### src/hdl/rsdf_pkg.sv
// rsdf_pkg: shared constants, codes and types of the row select filter
// used by rsdf_eval and the top module, no dependencies
`timescale 1ns / 1ps
`default_nettype none

package rsdf_pkg;

  localparam int MAX_COLUMNS_DEF      = 16;
  localparam int MAX_CLAUSE_SLOTS_DEF = 16;
  localparam int OR_GROUPS_DEF        = 4;
  localparam int AND_TERMS_DEF        = 4;
  localparam int OUTPUT_ROWS_DEF      = 65536;

  localparam int CLAUSE_W = 44;
  localparam int WORD_W   = 32;
  localparam int GRP_W    = 3;

  typedef enum logic [2:0] {
    OP_EQ = 3'd0,
    OP_LT = 3'd1,
    OP_LE = 3'd2,
    OP_GT = 3'd3,
    OP_GE = 3'd4,
    OP_NE = 3'd5
  } cmp_op_e;

  typedef enum logic [2:0] {
    REG_COLUMNS   = 3'd0,
    REG_CLAUSES   = 3'd1,
    REG_CONNECT   = 3'd2,
    REG_OUT_BASE  = 3'd3,
    REG_TABLE     = 3'd4
  } cfg_reg_e;

  localparam logic CMD_CLAUSE = 1'b0;
  localparam logic CMD_ROW    = 1'b1;

  typedef struct packed {
    logic clear;
    logic step;
    logic first;
    logic join_or;
  } rsdf_ev_ctrl_t;

  function automatic logic compare(input logic [2:0] op, input logic [WORD_W-1:0] a,
                                   input logic [WORD_W-1:0] b);
    logic r;
    r = 1'b0;
    case (op)
      OP_EQ:   r = (a == b);
      OP_LT:   r = (a < b);
      OP_LE:   r = (a <= b);
      OP_GT:   r = (a > b);
      OP_GE:   r = (a >= b);
      OP_NE:   r = (a != b);
      default: r = 1'b0;
    endcase
    return r;
  endfunction

endpackage

`default_nettype wire

### src/hdl/rsdf_mem.sv
// rsdf_mem: synchronous memory, one write port and two registered read ports
// no dependencies
`timescale 1ns / 1ps
`default_nettype none

module rsdf_mem #(
  parameter int W = 32,
  parameter int D = 16,
  parameter int AW = (D > 1) ? $clog2(D) : 1
) (
  input  wire logic          clk_i,
  input  wire logic          we_i,
  input  wire logic [AW-1:0] waddr_i,
  input  wire logic [W-1:0]  wdata_i,
  input  wire logic          re_a_i,
  input  wire logic [AW-1:0] raddr_a_i,
  output logic      [W-1:0]  rdata_a_o,
  input  wire logic          re_b_i,
  input  wire logic [AW-1:0] raddr_b_i,
  output logic      [W-1:0]  rdata_b_o
);

  logic [W-1:0] mem_q [D];

  always_ff @(posedge clk_i) begin
    if (we_i) begin
      mem_q[waddr_i] <= wdata_i;
    end
    if (re_a_i) begin
      rdata_a_o <= mem_q[raddr_a_i];
    end
    if (re_b_i) begin
      rdata_b_o <= mem_q[raddr_b_i];
    end
  end

endmodule

`default_nettype wire

### src/hdl/rsdf_eval.sv
// rsdf_eval: compare unit and or-of-and group accumulator, one clause a step
// depends on rsdf_pkg
`timescale 1ns / 1ps
`default_nettype none

module rsdf_eval #(
  parameter int OR_GROUPS = 4,
  parameter int AND_TERMS = 4
) (
  input  wire logic                         clk_i,
  input  wire logic                         rst_ni,
  input  wire rsdf_pkg::rsdf_ev_ctrl_t      ctrl_i,
  input  wire logic [2:0]                   op_i,
  input  wire logic [rsdf_pkg::WORD_W-1:0]  a_i,
  input  wire logic [rsdf_pkg::WORD_W-1:0]  b_i,
  output logic                              any_o
);
  import rsdf_pkg::*;

  logic [GRP_W-1:0]     g_q, g_d, t_q, t_d;
  logic [OR_GROUPS-1:0] open_q, open_d, hold_q, hold_d;
  logic                 q;

  assign q = compare(op_i, a_i, b_i);

  always_comb begin
    g_d = g_q;
    t_d = t_q;
    open_d = open_q;
    hold_d = hold_q;
    if (ctrl_i.clear) begin
      g_d = '0;
      t_d = '0;
      open_d = '0;
      hold_d = '0;
    end else if (ctrl_i.step) begin
      if (!ctrl_i.first && ctrl_i.join_or) begin
        if (g_q < GRP_W'(OR_GROUPS)) g_d = g_q + 1'b1;
        t_d = '0;
      end
      if (g_d < GRP_W'(OR_GROUPS) && t_d < GRP_W'(AND_TERMS)) begin
        for (int i = 0; i < OR_GROUPS; i++) begin
          if (g_d == GRP_W'(i)) begin
            if (t_d == '0) begin
              open_d[i] = 1'b1;
              hold_d[i] = q;
            end else begin
              hold_d[i] = hold_q[i] & q;
            end
          end
        end
        t_d = t_d + 1'b1;
      end
    end
  end

  always_ff @(posedge clk_i or negedge rst_ni) begin
    if (!rst_ni) begin
      g_q <= '0;
      t_q <= '0;
      open_q <= '0;
      hold_q <= '0;
    end else begin
      g_q <= g_d;
      t_q <= t_d;
      open_q <= open_d;
      hold_q <= hold_d;
    end
  end

  assign any_o = |(open_q & hold_q);

  a_grp_range: assert property (@(posedge clk_i) disable iff (!rst_ni)
    g_q <= GRP_W'(OR_GROUPS)) else $error("group index beyond range");
  a_term_range: assert property (@(posedge clk_i) disable iff (!rst_ni)
    t_q <= GRP_W'(AND_TERMS)) else $error("term count beyond range");
  a_hold_open: assert property (@(posedge clk_i) disable iff (!rst_ni)
    ctrl_i.clear |=> (open_q == '0) && !any_o) else $error("clear left a group");

endmodule

`default_nettype wire

### src/hdl/row_select_dnf_filter_top.sv
// row_select_dnf_filter_top: select filter over streamed table rows
// depends on rsdf_pkg, rsdf_mem, rsdf_eval
//
// s_axis carries one word per beat: tuser 0 loads a clause into the clause
// memory, tuser 1 delivers the next column word of the current row, which
// goes into the row buffer memory. cfg writes set row width, clause count,
// connectors, output base and table size; they are taken in any cycle.
// At a row's last word the clauses are evaluated one at a time (clause
// read, column read, compare), then a decide step follows. An accepted row
// gets its output address by reciprocal multiply, then remainder, and is
// then sent on m_axis one word at a time, each read first from the
// registered row buffer. Load and ordinary row words are accepted only
// while the sequencer is idle. m_axis has an output register: the next
// input is taken while the last word of a row waits, and a stall of the
// receiver holds the sequencer in its emit step. Reset clears the control
// registers and counters; datapath registers and memories start undefined.
`timescale 1ns / 1ps
`default_nettype none

module row_select_dnf_filter_top
  import rsdf_pkg::*;
#(
  parameter int MAX_COLUMNS      = MAX_COLUMNS_DEF,
  parameter int MAX_CLAUSE_SLOTS = MAX_CLAUSE_SLOTS_DEF,
  parameter int OR_GROUPS        = OR_GROUPS_DEF,
  parameter int AND_TERMS        = AND_TERMS_DEF,
  parameter int OUTPUT_ROWS      = OUTPUT_ROWS_DEF
) (
  input  wire logic        clk_i,
  input  wire logic        rst_ni,
  input  wire logic        s_axis_tvalid,
  output logic             s_axis_tready,
  // clause_slot, clause_kind, compare_op, left_column, right_column,
  // compare_value, row_word
  input  wire logic [79:0] s_axis_tdata,
  // cmd
  input  wire logic        s_axis_tuser,
  output logic             m_axis_tvalid,
  input  wire logic        m_axis_tready,
  // out_row_address, out_column, out_word, zero fill
  output logic [55:0]      m_axis_tdata,
  output logic             m_axis_tlast,
  input  wire logic        cfg_valid_i,
  output logic             cfg_ready_o,
  input  wire logic [2:0]  cfg_index_i,
  input  wire logic [15:0] cfg_data_i
);

  localparam int CW = (MAX_COLUMNS > 1) ? $clog2(MAX_COLUMNS) : 1;
  localparam int SW = (MAX_CLAUSE_SLOTS > 1) ? $clog2(MAX_CLAUSE_SLOTS) : 1;
  localparam logic [33:0] RECIP = 34'((64'd1 << 33) / OUTPUT_ROWS);
  localparam logic [16:0] NROWS = 17'(OUTPUT_ROWS);

  localparam logic [2:0] ST_IDLE = 3'd0;
  localparam logic [2:0] ST_CL   = 3'd1;
  localparam logic [2:0] ST_RB   = 3'd2;
  localparam logic [2:0] ST_CMP  = 3'd3;
  localparam logic [2:0] ST_END  = 3'd4;
  localparam logic [2:0] ST_ADQ  = 3'd5;
  localparam logic [2:0] ST_ADR  = 3'd6;
  localparam logic [2:0] ST_EMIT = 3'd7;

  logic [2:0]  state_q, state_d;
  logic        em_ld_q, em_ld_d;
  logic [4:0]  cols_cfg_q, count_cfg_q;
  logic [14:0] conn_q;
  logic [15:0] base_q, table_q;
  logic [3:0]  pos_q, pos_d;
  logic [15:0] seen_q, seen_d, acc_q, acc_d;
  logic        in_table_q, in_table_d;
  logic [4:0]  n_q, n_d;
  logic [3:0]  c_q, c_d;
  logic [16:0] quo_q, quo_d;
  logic [15:0] addr_q, addr_d;
  logic        ov_q, ov_d, olast_q, olast_d;
  logic [3:0]  ocol_q, ocol_d;
  logic [15:0] oaddr_q, oaddr_d;
  logic [31:0] oword_q, oword_d;

  logic [4:0]  cols, count;
  logic        accept, row_end;
  logic [3:0]  in_slot, in_left, in_right;
  logic [2:0]  in_op;
  logic        in_kind;
  logic [31:0] in_value, in_word;

  logic [CLAUSE_W-1:0] cl_rd;
  logic [31:0]         ra_rd, rb_rd, opa, opb;
  logic                cl_we, cl_re, rb_we, ra_re, rb_re;
  logic [CW-1:0]       ra_addr;
  rsdf_ev_ctrl_t       ev;
  logic                any;
  logic [15:0]         conn_ext;
  logic [16:0]         sum, rem0, rem1;
  logic [50:0]         prod;

  assign in_slot  = s_axis_tdata[3:0];
  assign in_kind  = s_axis_tdata[4];
  assign in_op    = s_axis_tdata[7:5];
  assign in_left  = s_axis_tdata[11:8];
  assign in_right = s_axis_tdata[15:12];
  assign in_value = s_axis_tdata[47:16];
  assign in_word  = s_axis_tdata[79:48];

  always_comb begin
    cols = cols_cfg_q;
    if (cols == '0) cols = 5'd1;
    if (32'(cols) > MAX_COLUMNS) cols = 5'(MAX_COLUMNS);
    if (cols > 5'd16) cols = 5'd16;
    count = (32'(count_cfg_q) > MAX_CLAUSE_SLOTS) ? 5'(MAX_CLAUSE_SLOTS) : count_cfg_q;
  end

  assign s_axis_tready = (state_q == ST_IDLE);
  assign accept = s_axis_tvalid && s_axis_tready;
  assign row_end = ({1'b0, pos_q} + 5'd1 >= cols);
  assign cfg_ready_o = 1'b1;

  always_ff @(posedge clk_i or negedge rst_ni) begin
    if (!rst_ni) begin
      cols_cfg_q <= 5'd1;
      count_cfg_q <= '0;
      conn_q <= '0;
      base_q <= '0;
      table_q <= '0;
    end else if (cfg_valid_i) begin
      unique case (cfg_index_i)
        REG_COLUMNS:  cols_cfg_q <= cfg_data_i[4:0];
        REG_CLAUSES:  count_cfg_q <= cfg_data_i[4:0];
        REG_CONNECT:  conn_q <= cfg_data_i[14:0];
        REG_OUT_BASE: base_q <= cfg_data_i;
        REG_TABLE:    table_q <= cfg_data_i;
        default:      ;
      endcase
    end
  end

  assign cl_we = accept && (s_axis_tuser == CMD_CLAUSE) && (32'(in_slot) < MAX_CLAUSE_SLOTS);
  assign cl_re = (state_q == ST_CL);
  assign rb_we = accept && (s_axis_tuser == CMD_ROW) && (32'(pos_q) < MAX_COLUMNS);
  assign ra_re = (state_q == ST_RB) || ((state_q == ST_EMIT) && !em_ld_q);
  assign rb_re = (state_q == ST_RB);
  assign ra_addr = (state_q == ST_EMIT) ? CW'(c_q) : CW'(cl_rd[7:4]);

  rsdf_mem #(.W(CLAUSE_W), .D(MAX_CLAUSE_SLOTS)) u_clause_mem (
    .clk_i     (clk_i),
    .we_i      (cl_we),
    .waddr_i   (SW'(in_slot)),
    .wdata_i   ({in_value, in_right, in_left, in_op, in_kind}),
    .re_a_i    (cl_re),
    .raddr_a_i (SW'(n_q)),
    .rdata_a_o (cl_rd),
    .re_b_i    (1'b0),
    .raddr_b_i ('0),
    .rdata_b_o ()
  );

  rsdf_mem #(.W(WORD_W), .D(MAX_COLUMNS)) u_row_mem (
    .clk_i     (clk_i),
    .we_i      (rb_we),
    .waddr_i   (CW'(pos_q)),
    .wdata_i   (in_word),
    .re_a_i    (ra_re),
    .raddr_a_i (ra_addr),
    .rdata_a_o (ra_rd),
    .re_b_i    (rb_re),
    .raddr_b_i (CW'(cl_rd[11:8])),
    .rdata_b_o (rb_rd)
  );

  assign opa = ({1'b0, cl_rd[7:4]} < cols) ? ra_rd : '0;
  assign opb = cl_rd[0] ? (({1'b0, cl_rd[11:8]} < cols) ? rb_rd : '0) : cl_rd[43:12];
  assign conn_ext = {1'b0, conn_q};

  always_comb begin
    ev.clear   = accept && (s_axis_tuser == CMD_ROW) && row_end;
    ev.step    = (state_q == ST_CMP);
    ev.first   = (n_q == '0);
    ev.join_or = conn_ext[n_q[3:0] - 4'd1];
  end

  rsdf_eval #(.OR_GROUPS(OR_GROUPS), .AND_TERMS(AND_TERMS)) u_eval (
    .clk_i  (clk_i),
    .rst_ni (rst_ni),
    .ctrl_i (ev),
    .op_i   (cl_rd[3:1]),
    .a_i    (opa),
    .b_i    (opb),
    .any_o  (any)
  );

  assign sum  = {1'b0, base_q} + {1'b0, acc_q};
  assign prod = 51'(sum) * 51'(RECIP);
  assign rem0 = sum - 17'(quo_q * NROWS);
  assign rem1 = (rem0 >= NROWS) ? rem0 - NROWS : rem0;

  always_comb begin
    state_d = state_q;
    em_ld_d = em_ld_q;
    pos_d = pos_q;
    seen_d = seen_q;
    acc_d = acc_q;
    in_table_d = in_table_q;
    n_d = n_q;
    c_d = c_q;
    quo_d = quo_q;
    addr_d = addr_q;
    ov_d = ov_q && !m_axis_tready;
    olast_d = olast_q;
    ocol_d = ocol_q;
    oaddr_d = oaddr_q;
    oword_d = oword_q;
    unique case (state_q)
      ST_IDLE: begin
        if (accept && s_axis_tuser == CMD_ROW) begin
          if (!row_end) begin
            pos_d = pos_q + 4'd1;
          end else begin
            pos_d = '0;
            in_table_d = (seen_q < table_q);
            if (seen_q != 16'hFFFF) seen_d = seen_q + 16'd1;
            n_d = '0;
            state_d = (count == '0) ? ST_END : ST_CL;
          end
        end
      end
      ST_CL:  state_d = ST_RB;
      ST_RB:  state_d = ST_CMP;
      ST_CMP: begin
        n_d = n_q + 5'd1;
        state_d = (n_q + 5'd1 == count) ? ST_END : ST_CL;
      end
      ST_END: state_d = (in_table_q && any) ? ST_ADQ : ST_IDLE;
      ST_ADQ: begin
        quo_d = prod[49:33];
        state_d = ST_ADR;
      end
      ST_ADR: begin
        addr_d = rem1[15:0];
        c_d = '0;
        em_ld_d = 1'b0;
        state_d = ST_EMIT;
      end
      ST_EMIT: begin
        if (!em_ld_q) begin
          em_ld_d = 1'b1;
        end else if (!ov_q || m_axis_tready) begin
          ov_d = 1'b1;
          oaddr_d = addr_q;
          ocol_d = c_q;
          oword_d = ra_rd;
          olast_d = ({1'b0, c_q} + 5'd1 == cols);
          em_ld_d = 1'b0;
          if ({1'b0, c_q} + 5'd1 == cols) begin
            acc_d = acc_q + 16'd1;
            state_d = ST_IDLE;
          end else begin
            c_d = c_q + 4'd1;
          end
        end
      end
      default: state_d = ST_IDLE;
    endcase
  end

  always_ff @(posedge clk_i or negedge rst_ni) begin
    if (!rst_ni) begin
      state_q <= ST_IDLE;
      em_ld_q <= 1'b0;
      pos_q <= '0;
      seen_q <= '0;
      acc_q <= '0;
      in_table_q <= 1'b0;
      n_q <= '0;
      c_q <= '0;
      ov_q <= 1'b0;
    end else begin
      state_q <= state_d;
      em_ld_q <= em_ld_d;
      pos_q <= pos_d;
      seen_q <= seen_d;
      acc_q <= acc_d;
      in_table_q <= in_table_d;
      n_q <= n_d;
      c_q <= c_d;
      ov_q <= ov_d;
    end
  end

  always_ff @(posedge clk_i) begin
    quo_q <= quo_d;
    addr_q <= addr_d;
    olast_q <= olast_d;
    ocol_q <= ocol_d;
    oaddr_q <= oaddr_d;
    oword_q <= oword_d;
  end

  assign m_axis_tvalid = ov_q;
  assign m_axis_tlast = olast_q;
  assign m_axis_tdata = {4'd0, oword_q, ocol_q, oaddr_q};

  a_cmp_in_count: assert property (@(posedge clk_i) disable iff (!rst_ni)
    state_q == ST_CMP |-> n_q < count) else $error("clause index past count");
  a_col_in_row: assert property (@(posedge clk_i) disable iff (!rst_ni)
    state_q == ST_EMIT |-> {1'b0, c_q} < cols) else $error("emit column past row");
  a_last_to_idle: assert property (@(posedge clk_i) disable iff (!rst_ni)
    (state_q == ST_EMIT && em_ld_q && (!ov_q || m_axis_tready)
     && {1'b0, c_q} + 5'd1 == cols) |=> state_q == ST_IDLE && ov_q && olast_q)
    else $error("row end not closed");
  a_addr_range: assert property (@(posedge clk_i) disable iff (!rst_ni)
    state_q == ST_EMIT |-> {1'b0, addr_q} < NROWS) else $error("address not reduced");

endmodule

`default_nettype wire

### config.mk
export PLATFORM = sky130hd
export DESIGN_NAME = row_select_dnf_filter_top
export DESIGN_NICKNAME = d
export VERILOG_FILES = /design/src/hdl/rsdf_pkg.sv /design/src/hdl/rsdf_mem.sv /design/src/hdl/rsdf_eval.sv /design/src/hdl/row_select_dnf_filter_top.sv
export SDC_FILE = /design/constraint.sdc
export NUM_CORES = 2
export LEC_CHECK = 0
export BUFFER_PORTS_ARGS = -buffer_cell sky130_fd_sc_hd__buf_2
export CORE_UTILIZATION = 56
export DETAILED_ROUTE_END_ITERATION = 8
export PLACE_DENSITY = 0.8
export SETUP_SLACK_MARGIN = 0.5
export SYNTH_ARGS = -nofsm -noshare
export SYNTH_HDL_FRONTEND = slang
export SYNTH_SLANG_ARGS = --single-unit
### constraint.sdc
create_clock -name clk_i -period 4.6 [get_ports clk_i]
set_clock_uncertainty 0.1 [all_clocks]
set_input_delay 0.92 -clock clk_i [delete_from_list [all_inputs] [get_ports clk_i]]
set_output_delay 0.92 -clock clk_i [all_outputs]
set_load 0.1 [all_outputs]
Word-level counts from Yosys, hierarchy flattened:

Memories as Yosys holds them, arrays and structs flattened. A register that Yosys moved wholly into a read port is not among the register bits.
Index checks and enable logic that the tools add are counted.

* logic and storage cells: 221
* input bits: 105
* output and inout bits: 60
* memories: 2
* bits in writable memories: 1216
* register bits: 192

* $lt $le $gt $ge: 16
* equal/unequal tests: 30
* $add $sub $neg: 13
* reductions and logical operators: 54
* bitwise operators: 6
* muxes and demuxes: 70

Memories
* u_clause_mem.mem_q: depth 16, width 44, rd ports 1, clocked after Yosys merged registers in 1, wr ports 1, RTL line rsdf_mem.sv:23 `logic [W-1:0] mem_q [D];`
* u_row_mem.mem_q: depth 16, width 32, rd ports 2, clocked after Yosys merged registers in 2, wr ports 1, RTL line rsdf_mem.sv:23

Operator list (count)
* $mux W32: 3
* $mux W3: 20
* $mux W4: 11
* $add A16 B1 Y16 const B: 2
* $eq A32 B32 Y1: 1
* $ge A32 B32 Y1: 1
* $gt A32 B32 Y1: 1
* $le A32 B32 Y1: 1
* $lt A32 B32 Y1: 1
* $ne A32 B32 Y1: 1
* $mux W5: 6
* $reduce_and A4 Y1: 7
* $eq A3 B2 Y1 const B: 8
* $pmux W3 S8: 1
* $mux W1: 23
* $eq A3 B3 Y1 const B: 7
* $reduce_and A3 Y1: 7
* $reduce_bool A2 Y1: 9
* $add A16 B16 Y17: 1
* $ge A17 B17 Y1 const B: 1
* $sub A17 B17 Y17: 1
* $lt A16 B16 Y1: 1
* $mux W16: 1
* $ne A16 B16 Y1 const B: 1
* other kinds (31): 73

Longest topological paths before layout:

* word-level depth: 17
* gate-level depth with buffers: 19
* mapped depth without buffers: 18

Cells and area by module:

From an unflattened synthesis, not the netlist that was laid out.

* cell total of the unflattened synthesis: 3816
* area, all modules: 70456.3 um2

Modules (own cells, without submodules)
* rsdf_mem at u_clause_mem: instances 1, area each 34159.0 um2, sequential area each 23782.8 um2, cells each 1557
* rsdf_mem at u_row_mem: instances 1, area each 24843.8 um2, sequential area each 17296.6 um2, cells each 1141
* row_select_dnf_filter_top: instances 1, area each 9679.3 um2, sequential area each 4775.8 um2, cells each 892
* rsdf_eval: instances 1, area each 1774.2 um2, sequential area each 350.3 um2, cells each 226

Least setup slack after synthesis:

Ideal clock, no wire load.

* path type: register -> register
* start: reg state_q[0]
* end: mem u_clause_mem.mem_q[0][0] (netlist bit), enable pin
* cell stages (with the launch flop): 7
* path buffers: 0
* path slack: -1816 ps
* period minus slack after synthesis: 6416 ps
* library setup time: 500 ps
* required time: 4000 ps
* data arrival time: 5815 ps
* cell sequence: dfrtp_1 inv_1 ha_1 nor2b_1 nand2_1 or4_1 nor3_1

* longest elaborated chain between the ends: 5

Ends and longest elaborated chain
* start: declaration: RTL line row_select_dnf_filter_top.sv:63 `logic [2:0] state_q, state_d;`
* start signal: assignment: RTL line row_select_dnf_filter_top.sv:277 `state_q <= state_d;`
* $logic_not A3 Y1: RTL line row_select_dnf_filter_top.sv:113 `assign s_axis_tready = (state_q == ST_IDLE);`
* net s_axis_tready: RTL line row_select_dnf_filter_top.sv:32 `output logic s_axis_tready,`
* $logic_and A1 B1 Y1: RTL line row_select_dnf_filter_top.sv:114 `assign accept = s_axis_tvalid && s_axis_tready;`
* $logic_and A1 B1 Y1: RTL line row_select_dnf_filter_top.sv:137 `assign cl_we = accept && (s_axis_tuser == CMD_CLAUSE) && (32'(in_slot) < MAX_CLAUSE_SLOTS);`
* $mux W1: RTL line rsdf_mem.sv:26 `if (we_i) begin`
* $mux W1 (not written as such): RTL line rsdf_mem.sv:27 `mem_q[waddr_i] <= wdata_i;`
* end: declaration: RTL line rsdf_mem.sv:23

The timed path passes the listed nets, and every way through them passes these cells.

Worst setup path after layout:

* start: reg cols_cfg_q[1]
* end: reg u_eval.hold_q[2]

* longest elaborated chain between the ends: 17
* elaborated cells on any way between the ends: 30
* those cells by class: order compare: 9; eq/ne: 2; mux: 12; bitwise: 1; reduce/logical: 6

Ends and longest elaborated chain
* start: declaration: RTL line row_select_dnf_filter_top.sv:65 `logic [4:0] cols_cfg_q, count_cfg_q;`
* start signal: assignment: RTL line row_select_dnf_filter_top.sv:127 `REG_COLUMNS: cols_cfg_q <= cfg_data_i[4:0];`
* $logic_not A5 Y1: RTL line row_select_dnf_filter_top.sv:107 `if (cols == '0) cols = 5'd1;`
* $mux W5 (*): RTL line row_select_dnf_filter_top.sv:107
* $gt A5 B5 Y1: RTL line row_select_dnf_filter_top.sv:108 `if (32'(cols) > MAX_COLUMNS) cols = 5'(MAX_COLUMNS);`
* $mux W5 (*): RTL line row_select_dnf_filter_top.sv:108
* $gt A5 B5 Y1: RTL line row_select_dnf_filter_top.sv:109 `if (cols > 5'd16) cols = 5'd16;`
* $mux W5 (*): RTL line row_select_dnf_filter_top.sv:109
* $lt A4 B5 Y1: RTL line row_select_dnf_filter_top.sv:171 `assign opb = cl_rd[0] ? (({1'b0, cl_rd[11:8]} < cols) ? rb_rd : '0) : cl_rd[43:12];`
* $mux W32 (2 in series): RTL line row_select_dnf_filter_top.sv:171
* $ge A32 B32 Y1 (tied with other cells): RTL line rsdf_pkg.sv:54 `OP_GE: r = (a >= b);`
* $pmux W1 S6: RTL line rsdf_pkg.sv:49 `case (op)`
* $and A1 B1 Y1: RTL line rsdf_eval.sv:48 `hold_d[i] = hold_q[i] & q;`
* $mux W1: RTL line rsdf_eval.sv:44 `if (t_d == '0) begin`
* $mux W1: RTL line rsdf_eval.sv:43 `if (g_d == GRP_W'(i)) begin`
* $mux W4: RTL line rsdf_eval.sv:41 `if (g_d < GRP_W'(OR_GROUPS) && t_d < GRP_W'(AND_TERMS)) begin`
* $mux W4: RTL line rsdf_eval.sv:36 `end else if (ctrl_i.step) begin`
* $mux W4: RTL line rsdf_eval.sv:31 `if (ctrl_i.clear) begin`
* end signal: assignment: RTL line rsdf_eval.sv:67 `hold_q <= hold_d;`
* end: declaration: RTL line rsdf_eval.sv:21 `logic [OR_GROUPS-1:0] open_q, open_d, hold_q, hold_d;`

Every way passes the cells marked *; elsewhere a longest branch is shown, timed or not. The select of a mux whose other input is x is not followed.
A chain may end at the register's enable or synchronous reset.

==> qor.csv <==
stage,metric,value,unit
run_status,status,"complete, no violations",
floorplan,die_w,338.5,um
min_path,hp-class,in -> async,
place,port_buffers,159,
setup_path,crit_path_max_fanout,6,
yosys,synth.cell_area,0.06343,sq mm
yosys,ys_types,68,
yosys,yosysSeqAreaShare,0.7077,
setup_path,cp_cell_sequence,nor3_2 -> o21ai_2 -> o21a_1 -> o21a_1 -> o21ai_2 -> nand2b_4 -> a21oi_4 -> buf_12 -> a22oi_2 -> ha_1 -> nand4_1 -> nor4_4 -> nand4_1 -> and4b_1 -> nor3_2 -> nand3_4 -> nor2b_4 -> a211oi_2,
cells_and_area,layout-drive-gt1-share,0.3209,
sta,worstMarginPinSlew,1.210,ns
place,pre_cts_slack,0.04879,ns
power_and_ir_drop,leakage,23.53,nW
grt,grt_max_degree,129,
route,dr.pass1.iters,5,
sta,fin_setup_tns,0,ns
place,postPlaceCellArea,0.06663,sq mm
floorplan,die_area,0.1146,sq mm
setup_path,cpPeakStageDelay,0.45,ns
sta,layout_setup_ws,0.5315,ns
sta,slew_headroom,0.1905,
sta,fmax,0.2458,GHz
place,detailed_place_hpwl,86970,um
grt,grt_pass1_wl,232700,um
setup_path,cp-end-kind,register,
clock_tree,htreeDepth,4,
clock_tree,path_clk_slew,0.06,ns
setup_path,r2r.worst_path.cells,18,
sta,setup_violations,0,
yosys,synth_seq_cells,1515,
clock_tree,clk_latency,0.77,ns
route,drt.antenna.violating_nets,0,
clock_tree,cts.path.max_buffers,3,
route,wirelength,159300,um
route,dr_total_vias,33817,
place,gp_congestion,0.8230,
sta,grt_setup_unrepaired,yes,
route,drt_iter0_markers,4348,
yosys,ys_async_sr_fraction,0.08053,
cells_and_area,final.fill_count,7258,
yosys,synth_edf_count,1393,
yosys,syn_area_per_cell,20.29,sq um
setup_path,crit_cells,18,
cells_and_area,seq_area,0.04490,sq mm
sta,layout_min_cycle_time,4.069,ns
yosys,ys.flop_type,edfxtp_1,
cells_and_area,area_delta_synth_final,13.34,%
grt,track_usage,0.2811,
yosys,yosys_warnings,0,
sta,post-route-period-util,0.8845,
setup_path,crit_family,simple AND/OR/NAND/NOR gates,
setup_path,critPathBufInv,1,
floorplan,start_util,0.5646,
floorplan,die_h,338.5,um
sta,maxSlewViolCount,0,
floorplan,coreArea,0.1123,sq mm
power_and_ir_drop,max-vdd-ir-drop,0.4386,mV
clock_tree,clock-sinks,1515,
power_and_ir_drop,powerDensity,558.0,mW/mm^2
route,avgViaCountPerCell,6.749,
grt,grt-ovfl-total,0,
clock_tree,postCtsHoldBufs,0,
floorplan,num_io_pins,165,
yosys,synth_cells,3126,
clock_tree,numCtsBuffers,149,
cells_and_area,final_area,0.07189,sq mm
setup_path,arrival,4.58,ns
route,remaining_drc_errors,0,
flow_run,drv_cap,0,
clock_tree,root_buffer,clkbuf_16,
grt,grt_pass1_vias,34346,
cells_and_area,final_core_util,0.6399,
route,wl_per_cell,31.78,um
grt,antenna_found_initial,26,
floorplan,rows,123,
cells_and_area,nets,3575,
setup_path,criticalPathCategory,reg -> reg,
clock_tree,cts_tree,yes,
setup_path,slowest_stage,dfrtp_2,
setup_path,cp-start-kind,register,
cells_and_area,layout_common_cells,"1393 x edfxtp_1, 511 x mux4_2, 158 x buf_2",
cells_and_area,final_common_cell,edfxtp_1,
cells_and_area,multiInputGateArea,0.01816,sq mm
setup_path,cp.required,5.11,ns
sta,hold_violations,0,
## final cells by class
class / count / share of cell area
Sequential cell: 1515 / 0.6246
Antenna cell: 11 / 0.0003829
Tap cell: 1500 / 0.02611
Clock inverter: 81 / 0.01204
Clock buffer: 191 / 0.05535
Inverter: 41 / 0.002141
Multi-Input combinational cell: 1413 / 0.2526
Timing Repair Buffer: 259 / 0.02673
## cell usage after synthesis, drive strengths merged, types with 40 or more instances
| library cell | instances | area share |
|---|---|---|
| nor2 | 61 | 0.0036 |
| buf | 59 | 0.0048 |
| dfrtp | 121 | 0.048 |
| nor2b | 48 | 0.0047 |
| mux4 | 511 | 0.18 |
| mux2 | 48 | 0.0085 |
| edfxtp | 1393 | 0.66 |
| clkbuf | 102 | 0.0060 |
| o21ai | 60 | 0.0047 |
| nand2 | 139 | 0.0083 |
| ha | 90 | 0.018 |
| inv | 40 | 0.0024 |
| and2 | 52 | 0.0051 |
## final timing paths
check,endpoint,from,slack [ns]
min,count_cfg_q[3],rst_ni,0.27
max,u_eval.hold_q[2],cols_cfg_q[1],0.53
max in group asynchronous,n_q[0],rst_ni,3.33
max reg2reg,u_eval.hold_q[2],cols_cfg_q[1],0.53
min in group clk_i,table_q[15],cfg_data_i[15],0.29
min reg2reg,oaddr_q[9],addr_q[9],0.32
## metrics by stage
step           std cells  hold slack (ns)  power (mW)
6_report            5011           0.2697       40.11
4_1_cts             4989           0.2437       39.98
2_1_floorplan       3129           0.3003       24.49
3_3_place_gp        4708           0.3033       27.52
3_5_place_dp        4708           0.3045       27.72
5_1_grt             5005           0.2899       41.47
## cells by family (layout without fill, tap and decap cells)
kind of cell	count (synthesis)	in the layout	synth area share
DFF	1515	1515	0.7077
muxes	566	566	0.1911
and+or+nand+nor	429	429	0.03438
AOI/OAI and AO/OA	263	264	0.02718
buffers and inverters	202	572	0.01326
adders and majority gates	91	91	0.01807
xor gates and xnor gates	58	58	0.008246
other	2	16	0.0001184
## registers in the layout (all words and copies together) (netlist names), 4 cells and up
name and flops:
ocol_q 4, seen_q 16, oaddr_q 16, count_cfg_q 5
pos_q 4, u_row_mem.rdata_b_o 32, u_clause_mem.rdata_a_o 44, table_q 16
c_q 4, n_q 5, cols_cfg_q 5, acc_q 16
u_row_mem.rdata_a_o 32, conn_q 15, u_eval.open_q 4, base_q 16
oword_q 32, u_clause_mem.mem_q 704, u_row_mem.mem_q 512, u_eval.hold_q 4
addr_q 16
## power breakdown
group,total [mW],internal (mW),switching [mW],leakage (nW)
Clock,12.1,6.86,5.27,2.37
Combinational,10.9,4.92,6.02,7.09
Sequential,17.0,16.2,0.796,14.1
Total,40.1,28.0,12.1,23.5
## metal layers
| metal | wire, um | GRT usage |
|---|---|---|
| met5 | 125 | 0 |
| met4 | 6964 | 0.1254 |
| met3 | 15240 | 0.05698 |
| met2 | 80730 | 0.4689 |
| met1 | 56200 | 0.3597 |
## repair_timing
item,4_1_cts,5_1_grt
cloned,1,1
buffers inserted,8,10
resized for setup,7,33
setup endpoints to repair,4,4
endpoints found under the hold margin,0,0
pin swaps,5,26
Note: power is estimated with default switching activity, not from simulation.
